$ cat src/rtl/core/iba_pkg.sv
`default_nettype none
package iba_pkg;
  localparam int NameW = 64;
  localparam int CountW = 4;
  localparam int IndexW = 3;
  localparam int StatusW = 3;
  localparam int SlotW = 4;
  localparam int AddrW = 7;

  localparam logic [1:0] OP_CREATE = 2'd0;
  localparam logic [1:0] OP_DELETE = 2'd1;
  localparam logic [1:0] OP_LOOKUP = 2'd2;

  localparam logic [StatusW-1:0] ST_OK        = 3'd0;
  localparam logic [StatusW-1:0] ST_EXISTS    = 3'd1;
  localparam logic [StatusW-1:0] ST_NO_INODE  = 3'd2;
  localparam logic [StatusW-1:0] ST_NO_BLOCKS = 3'd3;
  localparam logic [StatusW-1:0] ST_NOT_FOUND = 3'd4;
  localparam logic [StatusW-1:0] ST_BAD_INDEX = 3'd5;

  typedef struct packed {
    logic [1:0]        operation;
    logic [NameW-1:0]  name_key;
    logic [CountW-1:0] block_count;
    logic [IndexW-1:0] block_index;
  } req_t;

  typedef struct packed {
    logic [StatusW-1:0] status;
    logic [SlotW-1:0]   inode_slot;
    logic [AddrW-1:0]   block_address;
  } rsp_t;
endpackage
`default_nettype wire

$ cat src/rtl/core/iba_if.sv
`default_nettype none
interface iba_req_if import iba_pkg::*; ();
  logic valid;
  logic ready;
  req_t payload;
  modport source (output valid, output payload, input ready);
  modport sink (input valid, input payload, output ready);
endinterface

interface iba_rsp_if import iba_pkg::*; ();
  logic valid;
  logic ready;
  rsp_t payload;
  modport source (output valid, output payload, input ready);
  modport sink (input valid, input payload, output ready);
endinterface
`default_nettype wire

$ cat src/rtl/core/iba_bitmap.sv
`default_nettype none
// Free-block map: one bit per block, read one word-bit a cycle for the scan
module iba_bitmap import iba_pkg::*; #(
  parameter int BLOCK_COUNT = 128
) (
  input  wire logic                           clk,
  input  wire logic                           rst,
  input  wire logic [$clog2(BLOCK_COUNT)-1:0] rd_addr,
  output logic                                rd_taken,
  input  wire logic                           wr_en,
  input  wire logic [$clog2(BLOCK_COUNT)-1:0] wr_addr,
  input  wire logic                           wr_taken
);
  logic [BLOCK_COUNT-1:0] taken;

  // Hold one bit per block, cleared at reset
  always_ff @(posedge clk) begin
    if (rst) begin
      taken <= '0;
    end else if (wr_en) begin
      taken[wr_addr] <= wr_taken;
    end
  end

  // Register the read bit
  always_ff @(posedge clk) begin
    rd_taken <= taken[rd_addr];
  end
endmodule
`default_nettype wire

$ cat src/rtl/core/inode_block_allocator_unit.sv
`default_nettype none
// Inode table with free-block map.
// Channels: req (sink) carries one command: operation, name_key,
// block_count, block_index. rsp (source) returns status, inode_slot and
// block_address, exactly one result per command, in order.
// One command is in work at a time; req is ready only while idle.
// Work per command: the name search reads and then compares each inode in
// turn, and look-ups and commands rejected at dispatch answer after it;
// delete then releases every pointer slot of the file and clears its entry;
// create reads and checks bitmap bits one at a time (up to BLOCK_COUNT) and
// then marks each found block taken. Operation 3 goes straight to the result.
// The next command can be taken in the cycle after its result is accepted.
// The inode table is a synchronous memory with a registered read port;
// used flags and the block map are flip-flops cleared at once by reset,
// so the block is ready in the cycle after reset drops.
// The result waits in an output register until taken; a stalled receiver
// holds the block, and no new command is taken until the result leaves.
module inode_block_allocator_unit import iba_pkg::*; #(
  parameter int INODE_COUNT = 16,
  parameter int BLOCK_COUNT = 128,
  parameter int POINTERS_PER_FILE = 8
) (
  input  wire logic clk,
  input  wire logic rst,
  iba_req_if.sink   req,
  iba_rsp_if.source rsp
);
  localparam int IW = (INODE_COUNT > 1) ? $clog2(INODE_COUNT) : 1;
  localparam int BW = $clog2(BLOCK_COUNT);
  localparam int PW = (POINTERS_PER_FILE > 1) ? $clog2(POINTERS_PER_FILE) : 1;
  localparam int PCW = $clog2(POINTERS_PER_FILE + 1);
  localparam int MemW = NameW + CountW + POINTERS_PER_FILE * BW;

  localparam logic [3:0] S_IDLE   = 4'd0;
  localparam logic [3:0] S_SRD    = 4'd1;
  localparam logic [3:0] S_SCHK   = 4'd2;
  localparam logic [3:0] S_DISP   = 4'd3;
  localparam logic [3:0] S_SCAN   = 4'd4;
  localparam logic [3:0] S_SCHECK = 4'd5;
  localparam logic [3:0] S_ALLOC  = 4'd6;
  localparam logic [3:0] S_WRITE  = 4'd7;
  localparam logic [3:0] S_FREE   = 4'd8;
  localparam logic [3:0] S_CLEAR  = 4'd9;
  localparam logic [3:0] S_OUT    = 4'd10;

  logic [3:0] state;
  req_t       cmd;
  logic [MemW-1:0] mem [INODE_COUNT];
  logic [MemW-1:0] rd_data;
  logic [MemW-1:0] ent;
  logic [IW-1:0]   rd_addr;
  logic            mem_we;
  logic [IW-1:0]   mem_waddr;
  logic [MemW-1:0] mem_wdata;
  logic [INODE_COUNT-1:0] used;
  logic [IW:0]     idx;
  logic            hit;
  logic [IW-1:0]   hit_slot;
  logic            has_free;
  logic [IW-1:0]   free_slot;
  logic [BW:0]     bptr;
  logic [PCW-1:0]  got;
  logic [POINTERS_PER_FILE*BW-1:0] found;
  logic [PW:0]     pj;
  logic            bm_taken;
  logic            bm_we;
  logic [BW-1:0]   bm_waddr;
  logic            bm_wval;
  rsp_t            result;
  logic            out_valid;

  // Unpack the registered entry
  logic [NameW-1:0]  ent_name;
  logic [CountW-1:0] ent_size;
  logic [POINTERS_PER_FILE*BW-1:0] ent_ptrs;
  assign ent_name = ent[MemW-1 -: NameW];
  assign ent_size = ent[POINTERS_PER_FILE*BW +: CountW];
  assign ent_ptrs = ent[POINTERS_PER_FILE*BW-1:0];

  iba_bitmap #(.BLOCK_COUNT(BLOCK_COUNT)) u_bitmap (
    .clk      (clk),
    .rst      (rst),
    .rd_addr  (bptr[BW-1:0]),
    .rd_taken (bm_taken),
    .wr_en    (bm_we),
    .wr_addr  (bm_waddr),
    .wr_taken (bm_wval)
  );

  // Inode memory: one write and one registered read port
  always_ff @(posedge clk) begin
    if (mem_we) begin
      mem[mem_waddr] <= mem_wdata;
    end
    rd_data <= mem[rd_addr];
  end

  assign rd_addr = (state == S_SRD) ? idx[IW-1:0] : hit_slot;

  // Create commits a fresh entry and marks its blocks taken; delete frees the file's blocks and clears its entry
  always_comb begin
    mem_we = 1'b0;
    mem_waddr = free_slot;
    mem_wdata = {cmd.name_key, cmd.block_count, found};
    bm_we = 1'b0;
    bm_waddr = found[pj[PW-1:0]*BW +: BW];
    bm_wval = 1'b1;
    if (state == S_WRITE) begin
      mem_we = (pj == '0);
      bm_we = (pj < PW'(0) + (PW+1)'(cmd.block_count));
    end else if (state == S_FREE) begin
      bm_we = (pj < (PW+1)'(ent_size)) && (pj < (PW+1)'(POINTERS_PER_FILE));
      bm_waddr = ent_ptrs[pj[PW-1:0]*BW +: BW];
      bm_wval = 1'b0;
    end else if (state == S_CLEAR) begin
      mem_we = 1'b1;
      mem_waddr = hit_slot;
      mem_wdata = '0;
    end
  end

  assign req.ready = (state == S_IDLE) && !out_valid;
  assign rsp.valid = out_valid;
  assign rsp.payload = result;

  // Sequence one command through search, scan and update
  always_ff @(posedge clk) begin
    if (rst) begin
      state <= S_IDLE;
      used <= '0;
      out_valid <= 1'b0;
    end else begin
      if (rsp.valid && rsp.ready) begin
        out_valid <= 1'b0;
      end
      unique case (state)
        S_IDLE: begin
          if (req.valid && req.ready) begin
            cmd <= req.payload;
            idx <= '0;
            hit <= 1'b0;
            has_free <= 1'b0;
            hit_slot <= '0;
            free_slot <= '0;
            result <= '0;
            state <= (req.payload.operation == 2'd3) ? S_OUT : S_SRD;
          end
        end
        // Read each inode in turn
        S_SRD: begin
          state <= S_SCHK;
        end
        S_SCHK: begin
          if (used[idx[IW-1:0]] && rd_data[MemW-1 -: NameW] == cmd.name_key
              && !hit) begin
            hit <= 1'b1;
            hit_slot <= idx[IW-1:0];
            ent <= rd_data;
          end
          if (!used[idx[IW-1:0]] && !has_free) begin
            has_free <= 1'b1;
            free_slot <= idx[IW-1:0];
          end
          if (idx == (IW+1)'(INODE_COUNT - 1)) begin
            state <= S_DISP;
          end else begin
            idx <= idx + 1'b1;
            state <= S_SRD;
          end
        end
        S_DISP: begin
          bptr <= '0;
          got <= '0;
          pj <= '0;
          found <= '0;
          if (cmd.operation == OP_CREATE) begin
            if (hit) begin
              result.status <= ST_EXISTS;
              state <= S_OUT;
            end else if (!has_free) begin
              result.status <= ST_NO_INODE;
              state <= S_OUT;
            end else if (cmd.block_count == '0 ||
                         cmd.block_count > CountW'(POINTERS_PER_FILE)) begin
              result.status <= ST_NO_BLOCKS;
              state <= S_OUT;
            end else begin
              state <= S_SCAN;
            end
          end else if (!hit) begin
            result.status <= ST_NOT_FOUND;
            state <= S_OUT;
          end else if (cmd.operation == OP_DELETE) begin
            result.inode_slot <= SlotW'(hit_slot);
            state <= S_FREE;
          end else begin
            result.inode_slot <= SlotW'(hit_slot);
            if (CountW'(cmd.block_index) >= ent_size ||
                32'(cmd.block_index) >= POINTERS_PER_FILE) begin
              result.status <= ST_BAD_INDEX;
            end else begin
              result.block_address <=
                AddrW'(ent_ptrs[PW'(cmd.block_index)*BW +: BW]);
            end
            state <= S_OUT;
          end
        end
        // Read one bitmap bit; result comes the next cycle
        S_SCAN: begin
          state <= S_SCHECK;
        end
        S_SCHECK: begin
          if (!bm_taken) begin
            found[got[PW-1:0]*BW +: BW] <= bptr[BW-1:0];
            got <= got + 1'b1;
          end
          if (!bm_taken && (got + 1'b1) == PCW'(cmd.block_count)) begin
            state <= S_WRITE;
          end else if (bptr == (BW+1)'(BLOCK_COUNT - 1)) begin
            result.status <= ST_NO_BLOCKS;
            state <= S_OUT;
          end else begin
            bptr <= bptr + 1'b1;
            state <= S_SCAN;
          end
        end
        // Mark found blocks taken, one a cycle
        S_WRITE: begin
          if (pj == '0) begin
            used[free_slot] <= 1'b1;
            result.inode_slot <= SlotW'(free_slot);
            result.block_address <= AddrW'(found[BW-1:0]);
          end
          if (pj + 1'b1 >= (PW+1)'(cmd.block_count)) begin
            state <= S_OUT;
          end else begin
            pj <= pj + 1'b1;
          end
        end
        S_ALLOC: begin
          state <= S_OUT;
        end
        // Release the file's own pointers
        S_FREE: begin
          if (pj + 1'b1 >= (PW+1)'(POINTERS_PER_FILE)) begin
            state <= S_CLEAR;
          end else begin
            pj <= pj + 1'b1;
          end
        end
        S_CLEAR: begin
          used[hit_slot] <= 1'b0;
          state <= S_OUT;
        end
        S_OUT: begin
          out_valid <= 1'b1;
          state <= S_IDLE;
        end
        default: begin
          state <= S_IDLE;
        end
      endcase
    end
  end

`ifndef SYNTHESIS
  // The result register is never overwritten while it waits
  a_no_overrun: assert property (@(posedge clk) disable iff (rst)
    (out_valid && !rsp.ready) |=> out_valid && $stable(result))
    else $error("result overwritten while stalled");
  // No command is taken while a result is pending
  a_one_item: assert property (@(posedge clk) disable iff (rst)
    out_valid |-> !req.ready)
    else $error("request taken with result pending");
  // Block address is zero on every failure
  a_fail_addr: assert property (@(posedge clk) disable iff (rst)
    (out_valid && result.status != ST_OK) |-> result.block_address == '0)
    else $error("address set on failure");
`endif
endmodule
`default_nettype wire
$ cat src/flat_wrapper.sv
// flat-port wrapper written by rule: the top's interface ports become plain ports
module inode_block_allocator_unit_flat import iba_pkg::*;
#(
  parameter int INODE_COUNT = 16,
  parameter int BLOCK_COUNT = 128,
  parameter int POINTERS_PER_FILE = 8
)
  (clk, rst, req_valid, req_payload, req_ready, rsp_valid, rsp_payload, rsp_ready);
  iba_req_if req_i ();
  iba_rsp_if rsp_i ();
  input  wire logic clk;
  input  wire logic rst;
  input wire logic [$bits(req_i.valid)-1:0] req_valid;
  input wire logic [$bits(req_i.payload)-1:0] req_payload;
  output wire logic [$bits(req_i.ready)-1:0] req_ready;
  output wire logic [$bits(rsp_i.valid)-1:0] rsp_valid;
  output wire logic [$bits(rsp_i.payload)-1:0] rsp_payload;
  input wire logic [$bits(rsp_i.ready)-1:0] rsp_ready;
  assign req_i.valid = req_valid;
  assign req_i.payload = req_payload;
  assign req_ready = req_i.ready;
  assign rsp_valid = rsp_i.valid;
  assign rsp_payload = rsp_i.payload;
  assign rsp_i.ready = rsp_ready;
  inode_block_allocator_unit #(.INODE_COUNT(INODE_COUNT), .BLOCK_COUNT(BLOCK_COUNT), .POINTERS_PER_FILE(POINTERS_PER_FILE)) u_core (.clk(clk), .rst(rst), .req(req_i), .rsp(rsp_i));
endmodule
$ cat config.mk
export PLATFORM = sky130hd
export DESIGN_NAME = inode_block_allocator_unit_flat
export DESIGN_NICKNAME = d
export VERILOG_FILES = /design/src/rtl/core/iba_pkg.sv /design/src/rtl/core/iba_if.sv /design/src/rtl/core/iba_bitmap.sv /design/src/rtl/core/inode_block_allocator_unit.sv /design/src/flat_wrapper.sv
export SDC_FILE = /design/constraint.sdc
export NUM_CORES = 2
export LEC_CHECK = 0
export BUFFER_PORTS_ARGS = -buffer_cell sky130_fd_sc_hd__buf_4
export CORE_MARGIN = 5
export CORE_UTILIZATION = 57
export DETAILED_ROUTE_END_ITERATION = 8
export HOLD_SLACK_MARGIN = 0.15
export PLACE_DENSITY = 0.69
export SETUP_SLACK_MARGIN = 0.05
export SYNTH_ARGS = -nofsm -noshare
export SYNTH_HDL_FRONTEND = slang
export SYNTH_HIERARCHICAL = 1
export SYNTH_SLANG_ARGS = --single-unit
$ cat constraint.sdc
create_clock -name clk -period 18.86 [get_ports clk]
set_input_delay 1.886 -clock clk [delete_from_list [all_inputs] [get_ports clk]]
set_output_delay 1.886 -clock clk [all_outputs]
set_load 0.01 [all_outputs]
Word-level counts from Yosys, hierarchy flattened
Memory sizes are Yosys's and may differ from the RTL's. A register that Yosys moved wholly into a read port is not among the register bits.
Cells that the tools add are included.
Cells by class
  $mul: 3
  reduce and logical (&&, ||, !) cells: 42
  shift-type cells: 5
  $lt $le $gt $ge: 15
  bitwise operators: 4
  equality and inequality tests: 36
  add/subtract/negate cells: 5
  mux-type cells: 88
Operators with widths (count)
  2-to-1 mux 124 bit: 3
  variable part select 56 x 7 -> 7 bit: 3
  bitwise mux 128 bit: 1
  case mux 56 bit (2 select lines): 1
  2-to-1 mux 4 bit: 21
  == test 64 bit: 1
  bitwise mux 56 bit: 1
  2-to-1 mux 56 bit: 1
  variable shift 7 x 34 -> 56 bit (first input constant): 1
  variable part select 7 x 34 -> 56 bit: 1
  case mux 4 bit (9 select lines): 1
  negator 6 -> 34 bit: 1
  2-to-1 mux 11 bit: 3
  case mux 11 bit (3 select lines): 1
  case mux 16 bit (2 select lines): 1
  2-to-1 mux 7 bit: 4
  2-to-1 mux 3 bit: 9
  inequality test 2 bit (second input constant): 13
  case mux 4 bit (2 select lines): 3
  AND reduction 4 bit: 5
  2-to-1 mux 1 bit: 19
  multiplier 3 x 3 -> 6 bit (second input constant): 3
  bitwise AND 16 bit: 1
  == test 4 x 3 -> 1 bit (second input constant): 4
  other kinds (53): 96
Word-level totals
  word-level logic and storage cells: 221
  output and inout bits: 16
  memories kept: 1
  bits of input ports: 77
  register bits: 384
  bits in writable memories: 1984
Memories
  u_core.mem: depth 16, bits a word 124, read ports 1, clocked after memory_dff 1, write ports 1, RTL line inode_block_allocator_unit.sv:48  | logic [MemW-1:0] mem [INODE_COUNT];

Logic depth before layout (Yosys ltp)
  depth in word-level cells: 9
  gate-level depth with buffers: 15
  gate-level depth less buffers: 12

Hierarchy
The synthesis kept the hierarchy.
By module, submodules not included
  inode_block_allocator_unit: cells each 5333, area each 90755.8 um^2, instances 1, sequential area each 69506.7 um^2
  iba_bitmap: cells each 734, area each 6222.2 um^2, instances 1, sequential area each 2582.5 um^2

Worst setup path before layout
No wires, ideal clock.
  path type: register to register
  from: reg u_core.pj[1]
  to: mem u_core/mem[6][0] (netlist name) (enable)
  arrival: 6.733 ns
  required time: 18.251 ns
  clock period less this slack: 7.342 ns
  cell stages (with the launch flop): 8
  slack: 11.518 ns
  setup time: 0.609 ns
  path buffers: 2
  path through: edfxtp_1 -> buf_1 -> clkbuf_1 -> inv_1 -> ha_1 -> and3_1 -> a21boi_0 -> nor2_1
On the way
  word-level cells in the longest chain between the ends: 4
Ends and longest elaborated chain
  from (decl): RTL line inode_block_allocator_unit.sv:64  | logic [PW:0] pj;
  from (signal assigned): RTL line inode_block_allocator_unit.sv:237  | pj <= pj + 1'b1;
  from (signal assigned): RTL line inode_block_allocator_unit.sv:248  | pj <= pj + 1'b1;
  logical NOT 4 bit: RTL line inode_block_allocator_unit.sv:109  | mem_we = (pj == '0);
  2-to-1 mux 1 bit: RTL line inode_block_allocator_unit.sv:108  | if (state == S_WRITE) begin
  2-to-1 mux 1 bit: RTL line inode_block_allocator_unit.sv:92  | if (mem_we) begin
  2-to-1 mux 1 bit (implied by the code): RTL line inode_block_allocator_unit.sv:93  | mem[mem_waddr] <= mem_wdata;
  to (decl): RTL line inode_block_allocator_unit.sv:48
No other way between the ends.

Worst setup path in the final report
  from: reg u_core.state[0]
  to: reg u_core.rd_data[114] (read register of u_core.mem)
On the way
  word-level cells in the longest chain between the ends: 2
Ends and longest elaborated chain
  from (decl): RTL line inode_block_allocator_unit.sv:46  | logic [3:0] state;
  from (signal assigned): RTL line inode_block_allocator_unit.sv:146  | state <= (req.payload.operation == 2'd3) ? S_OUT : S_SRD;
  == test 4 x 1 -> 1 bit: RTL line inode_block_allocator_unit.sv:98  | assign rd_addr = (state == S_SRD) ? idx[IW-1:0] : hit_slot;
  2-to-1 mux 4 bit: RTL line inode_block_allocator_unit.sv:98
  to (decl): RTL line inode_block_allocator_unit.sv:49  | logic [MemW-1:0] rd_data;
No other way between the ends.
A chain may end at the register's enable or synchronous reset.

==> impl_metrics.json <==
{
  "status": "finished, violations left",
  "violations": "DRC",
  "seq_power_share_pct": 50.6,
  "clkPwrFrac_pct": 39.0,
  "syn_nets": 6167,
  "synth.distinct_cells": 66,
  "crit_arrival_ns": 6.95,
  "grt_pass1_vias": 54650,
  "synth_area_leaders": "edfxtp_1 (69%), dfxtp_1 (5.7%), mux2i_1 (5.7%), mux4_2 (4.7%), nand2_1 (2.3%)",
  "rows": 151,
  "ys_ff_latch": 2492,
  "postCtsHoldBufs": 0,
  "reg2reg_to": "u_core/rd_data[114]",
  "synth-edff-count": 2218,
  "drt.antenna.violating_nets": 0,
  "peakVddDrop_uv": 88.50,
  "fmax_mhz": 161.0,
  "cts_tree": "done",
  "synth_common_cells": "edfxtp_1 (2218), nand2_1 (586), mux2i_1 (548)",
  "p_per_area_nw_per_um2": 114.5,
  "vias": 55780,
  "final_nets": 6230,
  "postRouteWirelength_um": 255500,
  "maxCapViolCount": 0,
  "p_leak_uw": 0.03670,
  "core-area_um2": 169300,
  "hold_end": "u_core/ent[27]",
  "rsz0062_at_grt": "no",
  "viasPerCell": 6.514,
  "dieWidth_um": 422.5,
  "gp_congestion": 0.8238,
  "slew_headroom_pct": 16.76,
  "cts.clk_slew.worst_paths_ns": 0.06,
  "track_usage_pct": 28.25,
  "avgRoutedWirePerCell_um": 29.84,
  "clock_skew_ns": 0.03887,
  "worstPathCellList": "nor4b_4, mux2_8, buf_4, nor2_4, nand2_4, buf_4, buf_4, o22ai_1, a211o_1",
  "final-setup-viol-count": 0,
  "place_ws_ns": 12.69,
  "sw_frac_of_total_pct": 23.95,
  "tightest_slew_ns": 1.244,
  "gr-usage-met1_pct": 38.08,
  "area_growth_pct": 11.59,
  "setup_ws_ns": 12.65,
  "required_ns": 19.60,
  "ys_async_sr_fraction_pct": 0,
  "grtUsageMet3_pct": 4.099,
  "r2r-start": "u_core/state[0]",
  "clock_path_buffers": 3,
  "use_met2_pct": 47.14,
  "first_iter_violations": 6579,
  "final_util_pct": 63.93,
  "yosys.area.top_type": "edfxtp_1",
  "cts_sinks": 2492,
  "drive_gt1_share_pct": 12.77,
  "synth_flop_cell": "edfxtp_1",
  "pwr-share-comb_pct": 10.5,
  "dr.pass1.iters": 8,
  "period_needed_ns": 6.210,
  "grt_pass1_wl_um": 371800,
  "internal_power_uw": 9421,
  "drcViolationCount": 2,
  "hold_slack_ns": 0.4037,
  "busiest_layer": "met2",
  "clk-insertion-delay-late_ns": 0.88,
  "htreeDepth": 4,
  "syn-cell-area_um2": 96980,
  "pin_count": 93,
  "hp-class": "reg -> reg",
  "syn_avg_cell_area_um2": 15.98,
  "io_buffer_count": 92,
  "startpoint_type": "register",
  "tns_ns": 0,
  "worst-r2r-cell-count": 9,
  "dp_hpwl_um": 129800,
  "initial_core_util_pct": 57.29,
  "post-route-period-util_pct": 32.93,
  "p_switching_uw": 2967,
  "gr-total-overflow": 0,
  "synth_cells": 6067,
  "startpoint": "u_core/state[0]",
  "ys_warn_count": 6,
  "fill_cells": 11740,
  "rrSetupSlack_ns": 12.65,
  "cts_root_buf": "clkbuf_16",
  "timing.final.hold_violations": 0,
  "crit_path_max_incr_delay_ns": 1.03,
  "grt_antenna_before_repair": 3,
  "synth_most_common_cell": "edfxtp_1",
  "whs_path_depth": 0,
  "worstSetupPathType": "reg -> reg",
  "slowest_stage": "buf_4",
  "die_y_um": 422.5,
  "finalMaxSlewViolations": 0,
  "post_cts_buffers": 0,
  "crit_fanout": 55,
  "post_cts_resized": 0,
  "critical_path.most_common_cell": "buf_4",
  "synth.yosys.seq_area_share_pct": 74.34,
  "die_area_um2": 178500,
  "numCtsBuffers": 236,
  "end_kind": "register",
  "yosys.area.top_type_share_pct": 68.68,
  "grt_max_degree": 169,
  "hold_start": "u_core/rd_data[27]"
}
==> kinds of logic (layout without fill, tap and decap cells) <==
kind of cell / count (synthesis) / after routing / share of synthesized area [%]
mux: 761 / 761 / 10.58
flops: 2492 / 2492 / 74.34
buf+inv: 402 / 677 / 1.693
other cells: 0 / 3 / 0
compound gates: 1012 / 1012 / 6.497
simple gates: 1312 / 1312 / 6.007
fa+ha+maj: 23 / 23 / 0.2967
xor+xnor: 65 / 65 / 0.5870
==> power groups by stage <==
stage	clock network (uW)	logic, uW	registers [uW]
after detailed placement	0	1290	6380
after floorplan	0	873	6330
after CTS	4890	1290	6260
after global routing	5140	1370	6270
final	4830	1290	6260
after global placement	0	1270	6380
==> metrics by stage <==
step	instance area, um^2	cells	power (uW)
floorplan	96980	6067	7198
global placement	100200	8110	7646
finish	108200	8563	12390
detailed placement	100200	8110	7665
CTS	108200	8560	12450
global route	108200	8561	12780
==> cells in the final DEF (no fill, tap or decap), types with 15 or more instances in the layout <==
cell type  synthesis  layout
nor2_4             0      20
inv_1             30      29
xnor2_1           33      33
nand4_1           17      17
bufinv_16          0      24
clkinv_2           0      46
buf_4              1     182
mux2i_1          548     546
and2_1           123     123
o21ai_0          159     159
nor2b_1           26      26
edfxtp_1        2218    2218
buf_12             0      15
nor2_1           315     292
ha_1              23      23
nor3_1            20      19
nand2b_1          17      17
clkbuf_1         275      63
xor2_1            32      32
a211o_1          123     123
a21oi_1          180     180
clkbuf_8           0      36
a31oi_1          261     261
mux4_2           202     202
dfxtp_1          274     274
nand2_1          586     583
clkinv_1           0      25
nand3_1          141     138
o22ai_1          251     251
clkbuf_16          0     237
==> critical path, delay by kind of cell (launching register included) <==
kind	cells	cell delay, ns
muxes	1	0.71
and+or+nand+nor	3	1.47
AOI/OAI and AO/OA	2	0.50
buffers and inverters	3	2.55
DFF	1	0.61
==> routing by layer <==
metal  wire length [um]  vias up
met5                 13        -
met4              10380        2
met2             127100     2824
met3              20280      522
li1                   -    23710
met1              97740    28720
==> worst max path at each step <==
| stage | slack [ns] | depth (start not counted) | endpoint |
|---|---|---|---|
| after floorplan | 11.52 | 7 | u_core/mem[6][0] |
| after global placement | 12.78 | 10 | u_core/rd_data[62] |
| after detailed placement | 12.69 | 10 | u_core/rd_data[65] |
| after CTS | 12.64 | 10 | u_core/rd_data[86] |
| after global routing | 12.35 | 10 | u_core/rd_data[65] |
| final | 12.65 | 9 | u_core/rd_data[114] |
==> registers in the layout, indices dropped and copies added, names as in the netlist, 5 cells and up <==
| signal | cells |
|---|---|
| u_core/found | 56 |
| u_core/mem | 1984 |
| u_core/rsp.payload | 14 |
| u_core/bptr | 8 |
| u_core/u_bitmap/taken | 128 |
| u_core/ent | 60 |
| u_core/cmd | 73 |
| u_core/used | 16 |
| u_core/idx | 5 |
| u_core/rd_data | 124 |
==> area by class of cell <==
type / count / area, um^2 / share of cell area, %
Antenna cell: 3 / 7.507 / 0.006937
Inverter: 30 / 112.6 / 0.1041
Sequential cell: 2492 / 72090 / 66.62
Tap cell: 2218 / 2775 / 2.565
Clock inverter: 114 / 1359 / 1.256
Timing Repair Buffer: 197 / 1667 / 1.540
Multi-Input combinational cell: 3173 / 23540 / 21.75
Clock buffer: 336 / 6663 / 6.157
(Power assumes the default switching activity.)
